==> src/hw/rtl/ilbs_pkg.sv <==
// ----------------------------------------------------------------------------
// ilbs_pkg
// Shared types and constants for the input loss buffer sizer.
// ----------------------------------------------------------------------------
package ilbs_pkg;

    // Width of the max_loss register and of the per-gap push count
    localparam int unsigned LOSS_W     = 5;
    // Width of the frame number
    localparam int unsigned FRAME_W    = 32;
    // Width of the reported buffer size
    localparam int unsigned SIZE_W     = 4;
    // A bin counts as repeated at this many hits
    localparam int unsigned REPEAT_MIN = 2;
    // Reset value of max_loss
    localparam logic [LOSS_W-1:0] MAX_LOSS_RST = 5'd16;
    // Register index of max_loss
    localparam logic REG_MAX_LOSS = 1'b0;

    // Operation on the histogram register file
    typedef enum logic [1:0] {
        BIN_NOP,
        BIN_INC,
        BIN_DEC
    } t_bin_op;

endpackage

==> src/hw/rtl/ilbs_ram.sv <==
// ----------------------------------------------------------------------------
// ilbs_ram
// Generic one-write, one-read RAM with registered read data.
// ----------------------------------------------------------------------------
module ilbs_ram #(
    parameter int unsigned WIDTH = 4,
    parameter int unsigned DEPTH = 64
) (
    input  logic                                  i_clk,
    input  logic                                  i_we,
    input  logic [(DEPTH > 1 ? $clog2(DEPTH) : 1)-1:0] i_waddr,
    input  logic [WIDTH-1:0]                      i_wdata,
    input  logic                                  i_re,
    input  logic [(DEPTH > 1 ? $clog2(DEPTH) : 1)-1:0] i_raddr,
    output logic [WIDTH-1:0]                      o_rdata
);

    logic [WIDTH-1:0] r_mem [DEPTH];
    logic [WIDTH-1:0] r_rdata;

    always_ff @(posedge i_clk) begin
        if (i_we) begin
            r_mem[i_waddr] <= i_wdata;
        end
        if (i_re) begin
            r_rdata <= r_mem[i_raddr];
        end
    end

    assign o_rdata = r_rdata;

endmodule

==> src/hw/rtl/ilbs_bins.sv <==
// ----------------------------------------------------------------------------
// ilbs_bins
// Histogram register file with one read-modify-write port per cycle and a
// shared repeat compare on the addressed bin.
// ----------------------------------------------------------------------------
module ilbs_bins
    import ilbs_pkg::*;
#(
    parameter int unsigned NUM_BINS = 16,
    parameter int unsigned CNT_W    = 7,
    parameter int unsigned IDX_W    = 4
) (
    input  logic             i_clk,
    input  logic             i_rst_n,
    input  t_bin_op          i_op,
    input  logic [IDX_W-1:0] i_idx,
    output logic             o_repeat
);

    logic [CNT_W-1:0] r_bins [NUM_BINS];
    logic [CNT_W-1:0] rd_count;
    logic             idx_ok;

    // Addressed bin, zero outside the file
    assign idx_ok   = 32'(i_idx) < NUM_BINS;
    assign rd_count = idx_ok ? r_bins[i_idx] : '0;
    assign o_repeat = 32'(rd_count) >= REPEAT_MIN;

    // Increment or decrement one bin; a decrement never goes below zero
    always_ff @(posedge i_clk) begin
        if (!i_rst_n) begin
            for (int i = 0; i < NUM_BINS; i++) begin
                r_bins[i] <= '0;
            end
        end else if (idx_ok) begin
            case (i_op)
                BIN_INC: begin
                    r_bins[i_idx] <= rd_count + CNT_W'(1);
                end
                BIN_DEC: begin
                    if (rd_count != '0) begin
                        r_bins[i_idx] <= rd_count - CNT_W'(1);
                    end
                end
                default: begin
                end
            endcase
        end
    end

endmodule

==> src/hw/rtl/input_loss_buffer_sizer.sv <==
// ----------------------------------------------------------------------------
// input_loss_buffer_sizer
// Tracks frame number gaps, keeps a ring window of loss values with an
// incremental histogram and reports the largest repeated loss value.
// ----------------------------------------------------------------------------
// Sequence: S_IDLE accepts a frame and S_CALC forms the gap. On an advancing frame,
// each pushed loss value takes S_RD, S_OLD (only while the window is full) and S_INC,
// then S_SCAN checks at most NUM_BINS bins top-down; S_DONE loads the output register.
// One transaction at a time; S_DONE waits on output stalls. Bins port and window RAM shared.
// Reset: synchronous active low; clears control state, histogram and
// max_loss (to 16). The window RAM is not cleared.
// ----------------------------------------------------------------------------
module input_loss_buffer_sizer
    import ilbs_pkg::*;
#(
    parameter int unsigned WINDOW_DEPTH  = 64,
    parameter int unsigned MAX_LOSS_BINS = 16
) (
    input  logic        i_clk,
    input  logic        i_rst_n,
    // Input stream
    input  logic        s_axis_tvalid,
    output logic        s_axis_tready,
    input  logic [31:0] s_axis_tdata,   // [31:0] frame
    // Output stream
    output logic        m_axis_tvalid,
    input  logic        m_axis_tready,
    output logic [7:0]  m_axis_tdata,   // [3:0] buffer_size, [7:4] zero
    output logic [0:0]  m_axis_tuser,   // [0] updated
    // Configuration port
    input  logic        psel,
    input  logic        penable,
    input  logic        pwrite,
    input  logic [2:0]  paddr,
    input  logic [31:0] pwdata,
    output logic [31:0] prdata,
    output logic        pready
);

    // Only values below 31 can ever be pushed, so higher bins stay empty
    localparam int unsigned NUM_BINS = (MAX_LOSS_BINS < 31) ? MAX_LOSS_BINS : 31;
    localparam int unsigned IDX_W    = (NUM_BINS > 1) ? $clog2(NUM_BINS) : 1;
    localparam int unsigned POS_W    = (WINDOW_DEPTH > 1) ? $clog2(WINDOW_DEPTH) : 1;
    localparam int unsigned FILL_W   = $clog2(WINDOW_DEPTH + 1);
    localparam int unsigned CNT_W    = $clog2(WINDOW_DEPTH + 1);

    typedef enum logic [2:0] {
        S_IDLE,
        S_CALC,
        S_RD,
        S_OLD,
        S_INC,
        S_SCAN,
        S_DONE
    } t_state;

    t_state              r_state, n_state;
    logic                r_have, n_have;
    logic [FRAME_W-1:0]  r_last, n_last;
    logic [FRAME_W-1:0]  r_frame, n_frame;
    logic [POS_W-1:0]    r_wpos, n_wpos;
    logic [FILL_W-1:0]   r_fill, n_fill;
    logic [IDX_W-1:0]    r_size, n_size;
    logic [IDX_W-1:0]    r_val, n_val;
    logic [IDX_W-1:0]    r_scan, n_scan;
    logic [LOSS_W-1:0]   r_cnt, n_cnt;
    logic                r_upd, n_upd;
    logic                r_m_valid, n_m_valid;
    logic [SIZE_W-1:0]   r_m_size, n_m_size;
    logic                r_m_upd, n_m_upd;
    logic [LOSS_W-1:0]   r_max_loss;

    logic [FRAME_W-1:0]  delta;
    logic                delta_pos;
    logic [LOSS_W-1:0]   cap_lim;
    logic [LOSS_W-1:0]   cap;
    logic                full;
    logic [POS_W-1:0]    wpos_inc;
    logic [7:0]          size_ext;

    t_bin_op             bin_op;
    logic [IDX_W-1:0]    bin_idx;
    logic                bin_repeat;

    logic                ram_we;
    logic                ram_re;
    logic [IDX_W-1:0]    ram_rdata;

    logic                cfg_wr;

    // ------------------------------------------------------------------
    // Configuration port
    // ------------------------------------------------------------------
    assign pready = 1'b1;
    assign cfg_wr = psel & penable & pwrite & pready;
    assign prdata = (paddr[2] == REG_MAX_LOSS) ? 32'(r_max_loss) : 32'd0;

    always_ff @(posedge i_clk) begin
        if (!i_rst_n) begin
            r_max_loss <= MAX_LOSS_RST;
        end else if (cfg_wr && paddr[2] == REG_MAX_LOSS) begin
            r_max_loss <= pwdata[LOSS_W-1:0];
        end
    end

    // ------------------------------------------------------------------
    // Gap and push count
    // ------------------------------------------------------------------
    assign delta     = r_frame - r_last;
    assign delta_pos = (delta != '0) && !delta[FRAME_W-1];
    assign cap_lim   = (32'(r_max_loss) > NUM_BINS) ? LOSS_W'(NUM_BINS) : r_max_loss;
    assign cap       = ((delta[FRAME_W-1:LOSS_W] == '0) && (delta[LOSS_W-1:0] < cap_lim))
                       ? delta[LOSS_W-1:0] : cap_lim;

    assign full     = (r_fill == FILL_W'(WINDOW_DEPTH));
    assign wpos_inc = (r_wpos == POS_W'(WINDOW_DEPTH - 1)) ? '0 : r_wpos + POS_W'(1);

    // ------------------------------------------------------------------
    // Shared histogram port
    // ------------------------------------------------------------------
    always_comb begin
        bin_op  = BIN_NOP;
        bin_idx = r_scan;
        case (r_state)
            S_OLD: begin
                bin_op  = BIN_DEC;
                bin_idx = ram_rdata;
            end
            S_INC: begin
                bin_op  = BIN_INC;
                bin_idx = r_val;
            end
            default: begin
            end
        endcase
    end

    ilbs_bins #(
        .NUM_BINS (NUM_BINS),
        .CNT_W    (CNT_W),
        .IDX_W    (IDX_W)
    ) u_bins (
        .i_clk    (i_clk),
        .i_rst_n  (i_rst_n),
        .i_op     (bin_op),
        .i_idx    (bin_idx),
        .o_repeat (bin_repeat)
    );

    // ------------------------------------------------------------------
    // Ring window
    // ------------------------------------------------------------------
    assign ram_re = (r_state == S_RD) && full;
    assign ram_we = (r_state == S_INC);

    ilbs_ram #(
        .WIDTH (IDX_W),
        .DEPTH (WINDOW_DEPTH)
    ) u_window (
        .i_clk   (i_clk),
        .i_we    (ram_we),
        .i_waddr (r_wpos),
        .i_wdata (r_val),
        .i_re    (ram_re),
        .i_raddr (r_wpos),
        .o_rdata (ram_rdata)
    );

    // ------------------------------------------------------------------
    // Sequencer
    // ------------------------------------------------------------------
    assign size_ext = 8'(r_size);

    always_comb begin
        n_state   = r_state;
        n_have    = r_have;
        n_last    = r_last;
        n_frame   = r_frame;
        n_wpos    = r_wpos;
        n_fill    = r_fill;
        n_size    = r_size;
        n_val     = r_val;
        n_scan    = r_scan;
        n_cnt     = r_cnt;
        n_upd     = r_upd;
        n_m_valid = r_m_valid;
        n_m_size  = r_m_size;
        n_m_upd   = r_m_upd;

        // Output register drains independently
        if (r_m_valid && m_axis_tready) begin
            n_m_valid = 1'b0;
        end

        case (r_state)
            S_IDLE: begin
                if (s_axis_tvalid) begin
                    n_frame = s_axis_tdata;
                    n_state = S_CALC;
                end
            end
            S_CALC: begin
                n_last = r_frame;
                n_upd  = 1'b0;
                n_val  = '0;
                n_scan = IDX_W'(NUM_BINS - 1);
                n_cnt  = cap;
                if (!r_have) begin
                    n_have  = 1'b1;
                    n_state = S_DONE;
                end else if (delta_pos) begin
                    n_upd   = 1'b1;
                    n_state = (cap == '0) ? S_SCAN : S_RD;
                end else begin
                    n_state = S_DONE;
                end
            end
            S_RD: begin
                // Full window: fetch the entry about to be overwritten
                if (full) begin
                    n_state = S_OLD;
                end else begin
                    n_fill  = r_fill + FILL_W'(1);
                    n_state = S_INC;
                end
            end
            S_OLD: begin
                n_state = S_INC;
            end
            S_INC: begin
                n_wpos  = wpos_inc;
                n_val   = r_val + IDX_W'(1);
                n_cnt   = r_cnt - LOSS_W'(1);
                n_state = (r_cnt == LOSS_W'(1)) ? S_SCAN : S_RD;
            end
            S_SCAN: begin
                // Top-down search for the first repeated bin
                if (bin_repeat) begin
                    n_size  = r_scan;
                    n_state = S_DONE;
                end else if (r_scan == '0) begin
                    n_size  = '0;
                    n_state = S_DONE;
                end else begin
                    n_scan = r_scan - IDX_W'(1);
                end
            end
            S_DONE: begin
                if (!r_m_valid || m_axis_tready) begin
                    n_m_valid = 1'b1;
                    n_m_size  = size_ext[SIZE_W-1:0];
                    n_m_upd   = r_upd;
                    n_state   = S_IDLE;
                end
            end
            default: begin
                n_state = S_IDLE;
            end
        endcase

        // A finished scan reports the fresh size in the same transaction
        if (r_state == S_DONE && r_upd) begin
            n_m_size = (!r_m_valid || m_axis_tready) ? size_ext[SIZE_W-1:0] : r_m_size;
        end
    end

    always_ff @(posedge i_clk) begin
        if (!i_rst_n) begin
            r_state   <= S_IDLE;
            r_have    <= 1'b0;
            r_last    <= '0;
            r_wpos    <= '0;
            r_fill    <= '0;
            r_size    <= '0;
            r_upd     <= 1'b0;
            r_m_valid <= 1'b0;
        end else begin
            r_state   <= n_state;
            r_have    <= n_have;
            r_last    <= n_last;
            r_wpos    <= n_wpos;
            r_fill    <= n_fill;
            r_size    <= n_size;
            r_upd     <= n_upd;
            r_m_valid <= n_m_valid;
        end
        r_frame  <= n_frame;
        r_val    <= n_val;
        r_scan   <= n_scan;
        r_cnt    <= n_cnt;
        r_m_size <= n_m_size;
        r_m_upd  <= n_m_upd;
    end

    assign s_axis_tready   = (r_state == S_IDLE);
    assign m_axis_tvalid   = r_m_valid;
    assign m_axis_tdata    = {4'd0, r_m_size};
    assign m_axis_tuser[0] = r_m_upd;

    // ------------------------------------------------------------------
    // Assertions
    // ------------------------------------------------------------------
    a_fill_bound: assert property (@(posedge i_clk) disable iff (!i_rst_n)
        32'(r_fill) <= WINDOW_DEPTH)
        else $error("fill count beyond window depth");

    a_wpos_bound: assert property (@(posedge i_clk) disable iff (!i_rst_n)
        32'(r_wpos) < WINDOW_DEPTH)
        else $error("write position outside window");

    a_accept_calc: assert property (@(posedge i_clk) disable iff (!i_rst_n)
        (s_axis_tvalid && s_axis_tready) |=> (r_state == S_CALC))
        else $error("accepted transaction not processed");

    a_scan_upd: assert property (@(posedge i_clk) disable iff (!i_rst_n)
        (r_state == S_SCAN || r_state == S_INC) |-> r_upd)
        else $error("histogram work without an advancing frame");

    a_old_full: assert property (@(posedge i_clk) disable iff (!i_rst_n)
        (r_state == S_OLD) |-> full)
        else $error("eviction from a window that is not full");

endmodule
==> config.mk <==
export PLATFORM = sky130hd
export DESIGN_NAME = input_loss_buffer_sizer
export DESIGN_NICKNAME = d
export VERILOG_FILES = /design/src/hw/rtl/ilbs_pkg.sv /design/src/hw/rtl/ilbs_ram.sv /design/src/hw/rtl/ilbs_bins.sv /design/src/hw/rtl/input_loss_buffer_sizer.sv
export SDC_FILE = /design/constraint.sdc
export NUM_CORES = 1
export LEC_CHECK = 0
export BUFFER_PORTS_ARGS = -buffer_cell sky130_fd_sc_hd__buf_4
export CORE_AREA = 8 8 236 238
export DETAILED_ROUTE_END_ITERATION = 16
export DIE_AREA = 0 0 244 246
export SLEW_MARGIN = 20
export SYNTH_ARGS = -nofsm -noshare
export SYNTH_HDL_FRONTEND = slang
export SYNTH_HIERARCHICAL = 1
export SYNTH_SLANG_ARGS = --single-unit
==> constraint.sdc <==
create_clock -name i_clk -period 7.8 [get_ports i_clk]
set_clock_uncertainty 0.15 [all_clocks]
set_input_delay 1.56 -clock i_clk [delete_from_list [all_inputs] [get_ports i_clk]]
set_output_delay 1.56 -clock i_clk [all_outputs]
set_load 0.05 [all_outputs]
==> impl.org <==
** Placed design
- HPWL reported at the end of detailed placement :: 32,770 um
- Final weighted congestion in routability-driven placement :: just under 0.9
- Buffers on Ports :: 56
- Post-Place Setup Slack :: approximately 1200 ps
- Total placed cells including tap cells :: between 2,000 and 2,500

** Flow run
- The tool flagged a number of max-cap violations equal to 0.

** Worst setup path
- STA classifies the critical path endpoint as a flip-flop.
- The worst register-to-register path has a setup slack of around 1200 ps.
- In this run the critical register-to-register path is launched from r_state[0].
- Largest fanout on the critical path :: 27
- The critical path is of the flip-flop to flip-flop type.
- STA puts the critical path data required time at slightly below 8000 ps.
- Worst EP arrival :: 6760 ps
- The worst setup path is launched from a flip-flop.
- For the worst flop-to-flop path, the logic depth is 19.
- The endpoint identified for the worst register-to-register timing path is u_bins/r_bins[13][2].

** GRT
- The initial antenna violation count came to 1.
- The number of global-route vias before repair is approximately 14,000.
- Tot GR Track Use :: about 17%
- Total congestion overflow :: 0
- Entering global routing, the biggest net connects 77 pins.
- First-pass GRT wire length :: 80,540 um

** Floorplan
- The floorplan step defined a core boundary enclosing roughly 52,000 um^2.
- Initial Util :: 44.36%
- Area enclosed by the die boundary :: around 60,000 um^2
- Y dimension of the die :: approximately 250 um
- In this run the count of I/O pins placed on the die edge is 118.
- Die Span X :: 244 um
- The initialized floorplan defines 84 standard-cell rows.

** Synth
- Proportion of register bits with asynchronous set or reset after synthesis :: 0%
- Sequential cells were found to cover between 60% and 70% of the synthesized design area.
- Number of enable flip-flop cells after synthesis :: approximately 420
- For this run, the leading register cell type out of synthesis is sky130_fd_sc_hd__edfxtp_1.
- Count of distinct cell types in the synthesized netlist :: between 90 and 100
- Counting flops and latches in the post-synthesis netlist gives around 480.
- Synth Instances :: roughly 1,800
- Warning count from the yosys run :: 6
- Post-synthesis average cell area :: around 13 um^2
- After synthesis the cells add up to ~23,000 um^2.

** Clocking
- Number of gates resized after CTS :: 0
- Longest Clk Path Bufs :: 3
- At the later pin of the worst-skew pair, clock insertion delay measures ~600 ps.
- Count of H-tree levels built during CTS :: 2
- Clock tree synthesis selected as its root buffer the cell sky130_fd_sc_hd__clkbuf_16.
- Clock tree synthesis inserted a total of 50 buffers.
- Clock slew at reported path FFs :: around 60 ps
- Once the clock tree was built, the setup fixing pass inserted 0 buffers.
- The clock net in this run drives a total of ~480 sinks.
- CTS Hold Bufs :: 0
- TritonCTS built the clock tree.

** Run status
- Run status :: finished, final reports clean

** STA
- Once routing completed, OpenROAD measured the worst setup slack at 1196 ps.
- The worst path uses 84.66% of the clock period.
- Setup repair after global routing left no endpoint under its margin.
- Slew HR :: 32.31%
- Hold timing on the final database bottoms out at a slack of roughly 300 ps.
- For the pin with the worst max-slew slack, the measured transition is 1012 ps.
- Total Neg Setup Slack :: 0 ps
- The count of final hold-check violations was 0.
- Maximum clock rate :: between 150 and 200 MHz
- Counting I/O delays and the setup requirement, the final critical path takes roughly 6600 ps.
- Setup-failing EPs final :: 0
- The final number of max-transition violations is 0.

** Hold path
- Type of the most critical hold path :: flip-flop to flip-flop
- Startpoint of the worst hold path :: r_size[3]
- Worst Hold End :: r_m_size[3]
- The worst hold path passes through 0 cells.

** Cells and area
- The area growth from synthesis to layout is 9.991%.
- The repair_antennas step left the layout with diodes totalling 0.
- Counting the fill cells in the layout gives ~4,600.
- Post-route non-filler standard cell count :: between 2,000 and 3,000
- Fraction of layout cells with a size suffix above 1 :: between 10 and 15%
- At the end of the flow, the number of nets in the layout was 1,918.
- Leaving out fill and tap cells, the most frequent cell in the layout is sky130_fd_sc_hd__edfxtp_1.
- In the layout the commonest cells are sky130_fd_sc_hd__edfxtp_1, sky130_fd_sc_hd__nor2_1, sky130_fd_sc_hd__nand2_1.

** Route
- After detailed routing, the total wire length is roughly 51,000 um.
- In the routed layout, each cell is associated on average with a via count of around 5.7.
- Detailed-route wire length per cell :: ~20 um
- Post-DRT Antenna Nets :: 0
- 1st-iter DRT viols :: 1,183
- DRC Markers :: 0
- The first detailed-routing pass took 6 iterations.
- Overall via count from detail_route :: about 14,000

** Power
- Pwr dens :: between 300 and 400 nW/um^2
- Leak Pwr :: about 0.0085 uW
- Across the VDD grid, the largest voltage drop is between 0.00015 and 0.0002 V.
- Pwr Total :: around 8500 uW
-- metal layers --
metal	wire, um	vias to the layer above	part of all wire (%)	GRT usage, %
met5	0	-	0	0
met4	1102	0	2.2	4.907
met3	3086	76	6.1	3.065
met2	24220	435	48	27.53
met1	22260	7177	44	22.69
li1	-	6689	-	-
-- critical path, cell delays in order (launching register included) --
cell and delay, ps:
sky130_fd_sc_hd__dfxtp_1 510, sky130_fd_sc_hd__inv_1 210, sky130_fd_sc_hd__nand2_1 100, sky130_fd_sc_hd__buf_4 200, sky130_fd_sc_hd__inv_1 100, sky130_fd_sc_hd__nor2_1 210, sky130_fd_sc_hd__nand2_1 100, sky130_fd_sc_hd__nand2_2 700
sky130_fd_sc_hd__buf_4 280, sky130_fd_sc_hd__mux4_2 530, sky130_fd_sc_hd__mux2i_1 180, sky130_fd_sc_hd__mux2i_2 210, sky130_fd_sc_hd__nor4_4 520, sky130_fd_sc_hd__a21oi_1 120, sky130_fd_sc_hd__mux2_2 280, sky130_fd_sc_hd__ha_1 230
sky130_fd_sc_hd__or2_2 310, sky130_fd_sc_hd__a311oi_1 490, sky130_fd_sc_hd__o21a_1 750, sky130_fd_sc_hd__nor3_1 110
-- registers in the layout (all words and copies together) (netlist names) --
register	flops
m_axis_tuser	1
m_axis_tvalid	1
r_cnt	5
r_fill	7
r_frame	32
r_have	1
r_last	32
r_m_size	4
r_max_loss	5
r_scan	4
r_size	4
r_state	3
r_upd	1
r_val	4
r_wpos	6
u_bins/r_bins	112
u_window/o_rdata	4
u_window/r_mem	256
-- worst max-delay path by stage --
| stage | from | endpoint | slack (ps) | depth (start not counted) |
|---|---|---|---|---|
| after floorplan | r_state[2] | u_bins/r_bins[7][4] | 2090 | 23 |
| after global placement | r_state[0] | u_bins/r_bins[0][4] | 1250 | 20 |
| after detailed placement | r_state[0] | u_bins/r_bins[13][4] | 1210 | 20 |
| after CTS | r_state[0] | u_bins/r_bins[3][4] | 1190 | 20 |
| after global routing | r_state[0] | u_bins/r_bins[13][4] | 620 | 20 |
| final | r_state[0] | u_bins/r_bins[13][2] | 1200 | 19 |
-- kinds of logic (layout without fill, tap and decap cells) --
group	Yosys count	in the layout	synth area share, %
AOI/OAI and AO/OA	267	267	8.137
xor gates and xnor gates	30	30	1.138
adders and majority gates	44	44	2.418
buffers and inverters	175	222	4.120
DFF	482	482	60.11
muxes	118	118	10.51
other	2	32	0.03254
and+or+nand+nor	644	644	13.53
-- per-stage QoR --
step           instance area, um^2  util (%)
4_1_cts                      25390     48.80
3_3_place_gp                 23900     45.93
6_report                     25390     48.80
2_1_floorplan                23190         -
3_5_place_dp                 23900     45.93
5_1_grt                      25390     48.80
-- report_power, final --
group / leakage, uW / internal [uW] / switching (uW)
logic: 0.00335 / 1020 / 1970
clock network: 0.000729 / 1210 / 973
registers: 0.00445 / 3190 / 127
total: 0.00853 / 5430 / 3070
-- cells in the mapped netlist (all sizes together), types with 8 or more instances --
master	number	area, um^2
or3	12	75.07
buf	67	531.8
mux2i	20	203.9
clkbuf	52	209.0
o22ai	8	56.30
a21oi	45	236.5
o21bai	8	60.06
o21ai	40	200.2
nor3	37	257.8
nand2b	15	93.84
nor2	229	859.6
nand2	175	659.4
dfxtp	60	1201
and3	12	80.08
nor2b	31	193.9
xor2	11	96.34
a22oi	22	165.2
and2	16	100.1
a211oi	14	110.1
xnor2	19	166.4
o211ai	10	75.07
inv	55	206.5
nand3	38	205.2
nand4	25	156.4
mux4	93	2166
nor4	12	105.1
a21o	11	82.58
a21boi	41	307.8
o21a	9	67.56
edfxtp	422	12670
ha	43	538.0
-- cell type report --
| cell class | count | area (um^2) | area share [%] |
|---|---|---|---|
| inverter | 56 | 210.2 | 0.8280 |
| sequential | 482 | 13880 | 54.67 |
| multi-input combinational | 1135 | 8384 | 33.03 |
| timing repair buffer | 75 | 563.0 | 2.218 |
| clock inverter | 26 | 151.4 | 0.5964 |
| clock buffer | 65 | 1338 | 5.269 |
| tap | 688 | 860.8 | 3.391 |
Power figures use the tool's default switching activity.
